## config.mk

```make
export PLATFORM = sky130hd
export DESIGN_NAME = base64_codec
export DESIGN_NICKNAME = d
export VERILOG_FILES = /design/src/rtl/b64_pkg.sv /design/src/rtl/base64_codec.sv /design/src/rtl/b64_core.sv /design/src/rtl/b64_outbuf.sv
export SDC_FILE = /design/constraint.sdc
export NUM_CORES = 1
export LEC_CHECK = 0
export ABC_AREA = 1
export BUFFER_PORTS_ARGS = -buffer_cell sky130_fd_sc_hd__buf_2
export CAP_MARGIN = 10
export CORE_UTILIZATION = 46
export DETAILED_ROUTE_END_ITERATION = 10
export GPL_TIMING_DRIVEN = 0
export PLACE_DENSITY = 0.69
export RECOVER_POWER = 25
export SETUP_SLACK_MARGIN = 0.1
export SLEW_MARGIN = 20
export SYNTH_ARGS = -nofsm -noshare
export SYNTH_HDL_FRONTEND = slang
export SYNTH_SLANG_ARGS = --single-unit
```

## constraint.sdc

```tcl
create_clock -name clk_i -period 2.81 [get_ports clk_i]
set_input_delay 0.1405 -clock clk_i [delete_from_list [all_inputs] [get_ports clk_i]]
set_output_delay 0.1405 -clock clk_i [all_outputs]
set_load 0.01 [all_outputs]
```

## src/rtl/b64_pkg.sv

```systemverilog
`timescale 1ns / 1ps
`default_nettype none

package b64_pkg;

  typedef enum logic {
    MODE_ENCODE = 1'b0,
    MODE_DECODE = 1'b1
  } b64_mode_e;

  // Register index of the mode register on the configuration port.
  localparam logic REG_MODE = 1'b0;

  localparam logic [7:0] CHAR_PAD   = 8'h3D;  // '='
  localparam logic [7:0] CHAR_PLUS  = 8'h2B;  // '+'
  localparam logic [7:0] CHAR_SLASH = 8'h2F;  // '/'
  localparam logic [7:0] CHAR_UA    = 8'h41;  // 'A'
  localparam logic [7:0] CHAR_UZ    = 8'h5A;  // 'Z'
  localparam logic [7:0] CHAR_LA    = 8'h61;  // 'a'
  localparam logic [7:0] CHAR_LZ    = 8'h7A;  // 'z'
  localparam logic [7:0] CHAR_D0    = 8'h30;  // '0'
  localparam logic [7:0] CHAR_D9    = 8'h39;  // '9'

  localparam int GROUP_MAX = 4;
  localparam int NUM_W     = $clog2(GROUP_MAX + 1);
  localparam int IDX_W     = $clog2(GROUP_MAX);

  typedef struct packed {
    logic [7:0] value;
    logic       has_value;
    logic       eos;
  } b64_result_t;

  // All results that one item causes, in delivery order from index 0.
  typedef struct packed {
    b64_result_t [GROUP_MAX-1:0] res;
    logic [NUM_W-1:0]            num;
  } b64_group_t;

  // Maps a six-bit value onto its alphabet character.
  function automatic logic [7:0] sextet_to_char(input logic [5:0] s);
    logic [7:0] c;
    c = {2'b00, s};
    if (s < 6'd26) begin
      c = CHAR_UA + {2'b00, s};
    end else if (s < 6'd52) begin
      c = CHAR_LA + {2'b00, s} - 8'd26;
    end else if (s < 6'd62) begin
      c = CHAR_D0 + {2'b00, s} - 8'd52;
    end else if (s == 6'd62) begin
      c = CHAR_PLUS;
    end else begin
      c = CHAR_SLASH;
    end
    return c;
  endfunction

  // Returns a valid flag in the top bit and the six-bit value below it.
  function automatic logic [6:0] char_to_sextet(input logic [7:0] c);
    logic [6:0] r;
    r = 7'd0;
    if (c inside {[CHAR_UA:CHAR_UZ]}) begin
      r = {1'b1, 6'(c - CHAR_UA)};
    end else if (c inside {[CHAR_LA:CHAR_LZ]}) begin
      r = {1'b1, 6'(c - CHAR_LA + 8'd26)};
    end else if (c inside {[CHAR_D0:CHAR_D9]}) begin
      r = {1'b1, 6'(c - CHAR_D0 + 8'd52)};
    end else if (c == CHAR_PLUS) begin
      r = {1'b1, 6'd62};
    end else if (c == CHAR_SLASH) begin
      r = {1'b1, 6'd63};
    end
    return r;
  endfunction

endpackage

`default_nettype wire

```

## src/rtl/base64_codec.sv

```systemverilog
// A result item is registered and appears on the output in the cycle after the input item is accepted.
// Throughput: one input item per cycle while each causes at most one result and the receiver
// is ready. An encode item that completes a group loads four results, and no further item is
// taken until the last of them leaves.
// Reset: asynchronous, active low; mode returns to encode and all stream state is cleared.
`timescale 1ns / 1ps
`default_nettype none

module base64_codec import b64_pkg::*; (
  input  wire logic        clk_i,
  input  wire logic        rst_ni,
  input  wire logic        psel,
  input  wire logic        penable,
  input  wire logic        pwrite,
  input  wire logic [2:0]  paddr,
  input  wire logic [31:0] pwdata,
  output logic      [31:0] prdata,
  output logic             pready,
  input  wire logic        in_valid_i,
  output logic             in_ready_o,
  input  wire logic [7:0]  byte_req_i,
  input  wire logic        last_i,
  output logic             out_valid_o,
  input  wire logic        out_ready_i,
  output logic      [7:0]  value_o,
  output logic             has_value_o,
  output logic             end_of_stream_o
);

  b64_mode_e   mode_q, mode_d;
  logic        cfg_wr;
  logic        mode_wr;
  logic        fire;
  b64_group_t  group;
  b64_result_t result;

  assign pready  = 1'b1;
  assign cfg_wr  = psel && penable && pwrite && pready;
  assign mode_wr = cfg_wr && (paddr[2] == REG_MODE);
  assign mode_d  = b64_mode_e'(pwdata[0]);
  assign prdata  = (paddr[2] == REG_MODE) ? {31'd0, mode_q} : 32'd0;

  always_ff @(posedge clk_i or negedge rst_ni) begin
    if (!rst_ni) begin
      mode_q <= MODE_ENCODE;
    end else if (mode_wr) begin
      mode_q <= mode_d;
    end
  end

  assign fire = in_valid_i && in_ready_o;

  b64_core u_core (
    .clk_i   (clk_i),
    .rst_ni  (rst_ni),
    .mode_i  (mode_q),
    .clear_i (mode_wr),
    .fire_i  (fire),
    .byte_i  (byte_req_i),
    .last_i  (last_i),
    .group_o (group)
  );

  b64_outbuf u_outbuf (
    .clk_i       (clk_i),
    .rst_ni      (rst_ni),
    .load_i      (fire),
    .group_i     (group),
    .free_o      (in_ready_o),
    .out_valid_o (out_valid_o),
    .out_ready_i (out_ready_i),
    .result_o    (result)
  );

  assign value_o         = result.value;
  assign has_value_o     = result.has_value;
  assign end_of_stream_o = result.eos;

endmodule

`default_nettype wire

```

## src/rtl/b64_core.sv

```systemverilog
`timescale 1ns / 1ps
`default_nettype none

module b64_core import b64_pkg::*; (
  input  wire logic       clk_i,
  input  wire logic       rst_ni,
  input  wire b64_mode_e  mode_i,
  input  wire logic       clear_i,
  input  wire logic       fire_i,
  input  wire logic [7:0] byte_i,
  input  wire logic       last_i,
  output b64_group_t      group_o
);

  logic [15:0] held_bytes_q, held_bytes_d;
  logic [1:0]  held_count_q, held_count_d;
  logic [5:0]  acc_q, acc_d;
  logic [2:0]  bit_count_q, bit_count_d;
  logic        pad_q, pad_d;

  always_ff @(posedge clk_i or negedge rst_ni) begin
    if (!rst_ni) begin
      held_bytes_q <= '0;
      held_count_q <= '0;
      acc_q        <= '0;
      bit_count_q  <= '0;
      pad_q        <= 1'b0;
    end else if (clear_i) begin
      held_bytes_q <= '0;
      held_count_q <= '0;
      acc_q        <= '0;
      bit_count_q  <= '0;
      pad_q        <= 1'b0;
    end else if (fire_i) begin
      held_bytes_q <= held_bytes_d;
      held_count_q <= held_count_d;
      acc_q        <= acc_d;
      bit_count_q  <= bit_count_d;
      pad_q        <= pad_d;
    end
  end

  logic [2:0]  count;
  logic [23:0] code;
  logic [6:0]  sx;
  logic [11:0] acc_wide;
  logic [3:0]  cnt_wide;
  logic [3:0]  cnt_rem;
  logic        emit;
  logic [7:0]  dec_byte;
  logic [11:0] mask;
  b64_result_t marker;

  always_comb begin
    held_bytes_d = held_bytes_q;
    held_count_d = held_count_q;
    acc_d        = acc_q;
    bit_count_d  = bit_count_q;
    pad_d        = pad_q;
    group_o      = '0;
    marker       = '{value: 8'h00, has_value: 1'b0, eos: 1'b1};

    count = {1'b0, held_count_q} + 3'd1;
    case (count)
      3'd1:    code = {byte_i, 16'h0000};
      3'd2:    code = {held_bytes_q[7:0], byte_i, 8'h00};
      default: code = {held_bytes_q, byte_i};
    endcase

    sx       = char_to_sextet(byte_i);
    acc_wide = {acc_q, sx[5:0]};
    cnt_wide = {1'b0, bit_count_q} + 4'd6;
    cnt_rem  = cnt_wide - 4'd8;
    emit     = 1'b0;
    dec_byte = 8'(acc_wide >> cnt_rem);
    mask     = '0;

    if (mode_i == MODE_ENCODE) begin
      if (count < 3'd3 && !last_i) begin
        held_bytes_d = {held_bytes_q[7:0], byte_i};
        held_count_d = count[1:0];
      end else begin
        group_o.num    = NUM_W'(GROUP_MAX);
        group_o.res[0] = '{value: sextet_to_char(code[23:18]), has_value: 1'b1, eos: 1'b0};
        group_o.res[1] = '{value: sextet_to_char(code[17:12]), has_value: 1'b1, eos: 1'b0};
        group_o.res[2] = '{value: (count >= 3'd2) ? sextet_to_char(code[11:6]) : CHAR_PAD,
                           has_value: 1'b1, eos: 1'b0};
        group_o.res[3] = '{value: (count == 3'd3) ? sextet_to_char(code[5:0]) : CHAR_PAD,
                           has_value: 1'b1, eos: last_i};
        held_bytes_d = '0;
        held_count_d = '0;
      end
    end else begin
      if (!pad_q) begin
        if (byte_i == CHAR_PAD) begin
          pad_d = 1'b1;
        end else if (sx[6]) begin
          emit        = cnt_wide[3];
          bit_count_d = emit ? cnt_rem[2:0] : cnt_wide[2:0];
          mask        = (12'h001 << bit_count_d) - 12'h001;
          acc_d       = 6'(acc_wide & mask);
        end
      end
      group_o.res[0] = emit ?
                       b64_result_t'{value: dec_byte, has_value: 1'b1, eos: 1'b0} : marker;
      group_o.res[1] = marker;
      group_o.num    = NUM_W'({1'b0, emit} + {1'b0, last_i});
    end

    // The end of a stream clears all stream state in either mode.
    if (last_i) begin
      held_bytes_d = '0;
      held_count_d = '0;
      acc_d        = '0;
      bit_count_d  = '0;
      pad_d        = 1'b0;
    end
  end

endmodule

`default_nettype wire

```

## src/rtl/b64_outbuf.sv

```systemverilog
`timescale 1ns / 1ps
`default_nettype none

module b64_outbuf import b64_pkg::*; (
  input  wire logic       clk_i,
  input  wire logic       rst_ni,
  input  wire logic       load_i,
  input  wire b64_group_t group_i,
  output logic            free_o,
  output logic            out_valid_o,
  input  wire logic       out_ready_i,
  output b64_result_t     result_o
);

  b64_result_t [GROUP_MAX-1:0] res_q;
  logic [NUM_W-1:0]            cnt_q, cnt_d;
  logic [IDX_W-1:0]            idx_q, idx_d;
  logic                        pop;
  logic                        pop_last;

  assign out_valid_o = (cnt_q != '0);
  assign pop         = out_valid_o && out_ready_i;
  assign pop_last    = pop && ({1'b0, idx_q} == cnt_q - NUM_W'(1));
  // The buffer takes a new group when empty, or in the same cycle as its last item leaves.
  assign free_o      = !out_valid_o || pop_last;
  assign result_o    = res_q[idx_q];

  always_comb begin
    cnt_d = cnt_q;
    idx_d = idx_q;
    if (pop_last) begin
      cnt_d = '0;
      idx_d = '0;
    end else if (pop) begin
      idx_d = idx_q + IDX_W'(1);
    end
    if (load_i && group_i.num != '0) begin
      cnt_d = group_i.num;
      idx_d = '0;
    end
  end

  always_ff @(posedge clk_i or negedge rst_ni) begin
    if (!rst_ni) begin
      cnt_q <= '0;
      idx_q <= '0;
    end else begin
      cnt_q <= cnt_d;
      idx_q <= idx_d;
    end
  end

  always_ff @(posedge clk_i) begin
    if (load_i && group_i.num != '0) begin
      res_q <= group_i.res;
    end
  end

  a_cnt_range: assert property (@(posedge clk_i) disable iff (!rst_ni)
    cnt_q <= NUM_W'(GROUP_MAX))
    else $error("result count beyond group size");

  a_idx_range: assert property (@(posedge clk_i) disable iff (!rst_ni)
    out_valid_o |-> ({1'b0, idx_q} < cnt_q))
    else $error("read index beyond stored results");

  a_no_overwrite: assert property (@(posedge clk_i) disable iff (!rst_ni)
    (load_i && out_valid_o) |-> pop_last)
    else $error("group loaded over undelivered results");

  a_drain: assert property (@(posedge clk_i) disable iff (!rst_ni)
    (pop_last && !load_i) |=> !out_valid_o)
    else $error("buffer still valid after last item left");

endmodule

`default_nettype wire

```

Yosys cells after proc, flatten, opt, wreduce, memory -nomap -nowiden
Index checks and enable logic that the tools add are counted.
Widths: inputs -> output; s select.
- output and inout bits: 45
- bits in registers: 74
- logic and storage cells: 192
- input port bits: 51
- bitwise gates (word level): 4
- mux-type cells: 70
- reductions and logical operators: 27
- magnitude comparators: 21
- shift-type cells: 2
- eq/ne operators: 14
- $add $sub $neg: 32
- operator list (cell ; number):
    $mux 8 ; 13
    $mux 16 ; 5
    $add 7x6->8 const A ; 8
    $lt 6x6->1 const B ; 8
    $mux 6 ; 8
    $pmux 24 s2 ; 1
    $mux 3 ; 14
    $mux 35 ; 1
    $mux 7 ; 5
    $sub 8x5->8 const B ; 4
    $sub 8x6->8 const B ; 4
    $add 6x6->7 const A ; 4
    $eq 6x6->1 const B ; 4
    $eq 8x6->1 const B ; 3
    $lt 6x5->1 const B ; 4
    $bmux 10 s2 ; 1
    $mux 10 ; 2
    $ge 8x7->1 const B ; 2
    $le 8x7->1 const B ; 2
    $mux 2 ; 8
    $reduce_bool 3->1 ; 5
    $mux 13 ; 1
    $shr 12x4->8 ; 1
    $sub 6x1->6 const B ; 2
    other kinds (31) ; 60

Logic depth before layout (Yosys ltp)
- word-level depth: 15
- depth in mapped cells: 20
- gate-level depth less buffers: 17

Modules after synthesis
From an unflattened synthesis, not the netlist that was laid out.
- cells, all modules: 879
- area, all modules: 6573.8 um^2
- by module, submodules not included (module ; instances ; cells an instance ; area each (um^2) ; sequential area each (um^2)):
    b64_core ; 1 ; 683 ; 4399.2 ; 675.6
    b64_outbuf ; 1 ; 148 ; 1849.3 ; 1326.3
    base64_codec ; 1 ; 48 ; 325.3 ; 25.0

Worst setup path before layout
No wires, ideal clock.
- path type: input port to flip-flop
- start point: in byte_req_i[1]
- end point: reg u_outbuf.res_q[0] (netlist name) (enable)
- path slack: -0.154 ns
- data arrival time: 2.572 ns
- setup time: 0.392 ns
- buffers on the path: 0
- stages on the path: 15
- required time: 2.418 ns
- cells stage by stage: inv_1 -> ha_1 -> inv_1 -> nand2_1 -> nand2_1 -> nand2_1 -> nand3_1 -> nand2_2 -> nand3_2 -> nand2_2 -> nor2_1 -> ha_1 -> nand2_1 -> a31o_2 -> inv_1
- word-level cells in the longest chain between the ends: 14
- elaborated cells on any way between the ends: 25
- classes of those cells: add/sub (1); order compare (6); eq/ne (3); mux (10); reduce/logical (5)
- ends and longest elaborated chain (item ; RTL line ; text):
    start, declared ; base64_codec.sv:21 ; input wire logic [7:0] byte_req_i,
    branches (longest 7 deep; another with $ge 8x6->1) ; -- ;
    $mux 1 * ; b64_core.sv:95 ; if (byte_i == CHAR_PAD) begin
    $mux 1 * ; b64_core.sv:94 ; if (!pad_q) begin
    $mux 1 * ; b64_core.sv:78 ; if (mode_i == MODE_ENCODE) begin
    $add 1x1->2 * ; b64_core.sv:107 ; group_o.num = NUM_W'({1'b0, emit} + {1'b0, last_i});
    $mux 13 * ; b64_core.sv:78 ;
    $reduce_bool 3->1 * ; b64_outbuf.sv:54 ; if (load_i && group_i.num != '0) begin
    $logic_and 1x1->1 * ; b64_outbuf.sv:54 ;
    end signal, assigned ; b64_outbuf.sv:55 ; res_q <= group_i.res;
    end, declared ; b64_outbuf.sv:15 ; b64_result_t [GROUP_MAX-1:0] res_q;
Mark *: on every way between the ends. The select of a mux whose other input is x is not followed.
A chain may end at the register's enable or synchronous reset.

==> run_results.csv <==
group,metric,value,unit
global_route,grt_pass1_wl,30.7,mm
cells_and_area,area.growth.synth_to_final,19.9,%
timing,finalCriticalPeriod,2.68,ns
detailed_routing,drtAntennaViolNets,0,
min_path,hold_depth,3,
die,start_util,0.474,
synth,yosys_warnings,0,
synth,synth_area_per_cell,7.40,um^2
outcome,status,"complete, but fails checks",
clock_tree,clockBufferDepth,2,
cells_and_area,drive_gt1_frac,0.247,
power_and_ir_drop,intPower,0.00437,W
synth,synth_edf_count,37,
clock_tree,h-tree-depth,3,
timing,period_share,0.955,
die,dieWidth,125,um
synth,synth_top_area_cell,"edfxtp_1",
detailed_routing,dr.first_iter.drc_count,553,
die,coreArea,0.0146,mm^2
die,ios,96,
clock_tree,clk_pin_slew_worst_paths,0.05,ns
worst_setup_path,reg2reg_depth,17,
detailed_routing,routed_wl,18.9,mm
min_path,hp-class,"primary input to register",
synth,async_flop_share,0.471,
worst_setup_path,cp-end-kind,"register",
worst_setup_path,r2r-start,"u_core.held_count_q[0]$_DFFE_PN0P_",
timing,rsz0062_at_grt,"yes",
worst_setup_path,path_max_fanout,10,
detailed_routing,detail_route.vias_per_cell,5.32,
synth,synth_cell_types,60,
die,die-area,0.0156,mm^2
worst_setup_path,worstPathArrival,2.77,ns
worst_setup_path,critPathTopFamily,"buffers and inverters",
global_route,grt_pass1_vias,6191,
outcome,failed_checks,"design-rule violations, max-capacitance violations, max-slew violations",
timing,finalHoldViolations,0,
cells_and_area,nFillCells,1385,
worst_setup_path,slowest_stage,"dfrtp_2",
timing,finClkSkew,0.00627,ns
power_and_ir_drop,power.leakage,3.86,nW
worst_setup_path,r2r-end,"u_outbuf.res_q[4]$_DFFE_PN_",
synth,synth_top_area_frac,0.160,
synth,synth.most_common_cell,"nand2_1",
worst_setup_path,critPathKind,"register to register",
place,placed_area,0.00743,mm^2
cells_and_area,diodes,0,
global_route,antenna_found_initial,0,
global_route,grt_max_degree,34,
global_route,overflow,0,
power_and_ir_drop,ir_drop,0.527,mV
clock_tree,numCtsBuffers,9,
power_and_ir_drop,finalPower,0.00866,W
place,port_buffers,29,
min_path,hold_end,"mode_q$_DFFE_PN0P_",
timing,fmax,372,MHz
synth,synth-seq-area-share,0.279,
power_and_ir_drop,p_sw_frac,0.495,
clock_tree,insertion_delay,0.34,ns
timing,slew_viol_final,34,
worst_setup_path,critical_path.startpoint_type,"register",
synth,synthTopCellsByArea,"edfxtp_1 (16%), dfrtp_1 (12%), ha_1 (11%)",
timing,max_slew.worst_pin.slew,2.07,ns
synth,syn_inst,938,
worst_setup_path,cp.required,2.89,ns
die,fp-row-count,44,
synth,synthTopCellsByCount,"nand2_1 (182), inv_1 (97), nand3_1 (97)",
worst_setup_path,worstPathCellList,"ha_4 > buf_8 > inv_8 > buf_12 > o21ai_1 > a21oi_2 > inv_2 > ha_4 > nand2_1 > inv_1 > nor2_2 > nand2_2 > buf_6 > inv_2 > o21ai_0 > nand3_1 > nand2_1",
power_and_ir_drop,comb_power_share,0.682,
power_and_ir_drop,p_seq_frac,0.199,
synth,ys_ff_latch,70,
power_and_ir_drop,clkPwrFrac,0.120,
cells_and_area,finalNetCount,1164,
detailed_routing,firstDrtPassIters,9,
worst_setup_path,critPathBufInv,7,
min_path,holdCritStartpoint,"pwdata[0]",
detailed_routing,vias,6610,
cells_and_area,fin_area,0.00832,mm^2
power_and_ir_drop,pwr_density_cell,1040,mW/mm^2
timing,maxSlewHeadroom,-0.379,
clock_tree,cts_root_buf,"clkbuf_16",
detailed_routing,drc_errors,16,
flow_run,cap_violations,1,
power_and_ir_drop,p_sw,0.00429,W
place,routabilityCongestion,0.937,
clock_tree,cts.sinks,70,
clock_tree,cts_tree,"yes",
global_route,grt_use_total,0.245,
timing,finalSetupViolations,0,
worst_setup_path,rrSetupSlack,0.13,ns
die,die_h,125,um
detailed_routing,routedWlPerCell,15.2,um
synth,syn_area,0.00694,mm^2
synth,synth_flop_cell,"edfxtp_1",
place,dpl.hpwl,13.7,mm
worst_setup_path,max_stage_delay,0.45,ns
[final cells by class]
class / count / area (um^2) / area share
Timing Repair inverter: 1 / 7.51 / 0.000902
Inverter: 116 / 473 / 0.0568
Multi-Input combinational cell: 719 / 4420 / 0.531
Clock buffer: 10 / 229 / 0.0275
Tap cell: 184 / 230 / 0.0277
Sequential cell: 70 / 1940 / 0.233
Timing Repair Buffer: 74 / 518 / 0.0622
Clock inverter: 6 / 38.8 / 0.00466
Buffer: 62 / 467 / 0.0561
[flip-flops by register name, summed over array words and instances (netlist names)]
register	cells
u_core.held_count_q	2
u_core.bit_count_q	2
u_outbuf.idx_q	2
u_outbuf.cnt_q	3
u_outbuf.res_q	37
u_core.held_bytes_q	16
mode_q	1
u_core.acc_q	6
u_core.pad_q	1
[power groups by stage]
stage          clock, W  sequential, W  combinational (W)
2_1_floorplan         0        0.00167            0.00389
3_3_place_gp          0        0.00173            0.00495
3_5_place_dp          0        0.00174            0.00501
4_1_cts         0.00105        0.00171            0.00538
5_1_grt         0.00109        0.00175            0.00653
6_report        0.00104        0.00172            0.00590
[cell families after synthesis]
group                      after synthesis  share of synthesized area
adders and majority gates               60                      0.108
xor gates and xnor gates                25                     0.0316
and+or+nand+nor                        419                      0.280
buffers and inverters                  179                      0.128
AOI/OAI and AO/OA                      183                      0.172
other                                    2                    0.00108
DFF                                     70                      0.279
[layout by cell type (no fill, tap or decap), drive strengths merged, types with 27 or more instances in the layout]
master    n
conb     32
o21ai    82
inv     113
dfrtp    33
nor2     79
nand2   204
clkbuf   27
edfxtp   37
a21oi    55
buf     118
ha       60
nand3   101
[per-layer routing]
metal | part of all wire | routed length, um | vias to the layer above | track usage
met2 | 0.48 | 9150 | 216 | 0.420
met5 | 0 | 0 | - | 0
met4 | 0.015 | 293 | 0 | 0.0560
li1 | - | - | 3290 | -
met3 | 0.056 | 1050 | 24 | 0.0434
met1 | 0.45 | 8440 | 3080 | 0.319
[worst max-delay path by stage]
stage,end,cells after the start,from,slack [ns]
floorplan,u_outbuf.res_q[36]$_SDFFCE_PN0N_,16,u_core.held_count_q[0]$_DFFE_PN0P_,0.10
global placement,u_outbuf.res_q[38]$_SDFFCE_PP0N_,16,byte_req_i[0],-0.71
detailed placement,u_outbuf.res_q[23]$_SDFFCE_PP0N_,16,byte_req_i[0],-0.74
CTS,u_outbuf.res_q[36]$_SDFFCE_PN0N_,16,u_core.held_count_q[0]$_DFFE_PN0P_,0.003
global route,u_outbuf.res_q[26]$_SDFFCE_PN0N_,16,u_core.held_count_q[0]$_DFFE_PN0P_,0.03
finish,u_outbuf.res_q[4]$_DFFE_PN_,17,u_core.held_count_q[0]$_DFFE_PN0P_,0.13
[what timing repair did]
item | CTS | global route
setup buffers | 15 | 28
cloned | 1 | 1
hold buffers | 1 | 0
resized for setup | 31 | 47
pin swaps | 2 | 16
setup endpoints to repair | 70 | 73
hold endpoints to repair | 33 | 0
[tightest hold or removal path: cells and delay by family]
kind / cells / cell delay [ns]
AND/OR/NAND/NOR: 2 / 0.10
buffers and inverters: 1 / 0.08
[metrics by stage]
step	setup slack (ns)	util	instances	hold WS [ns]	TNS, ns
after floorplan	0.105	-	968	-0.155	0
after global placement	-0.714	0.508	1181	0.283	-33.81
after detailed placement	-0.737	0.508	1181	0.287	-35.54
after CTS	0.00254	0.543	1214	0.00685	0
after global routing	0.0256	0.568	1242	0.0191	0
final	0.125	0.568	1242	0.0122	0
(Power assumes the default switching activity.)
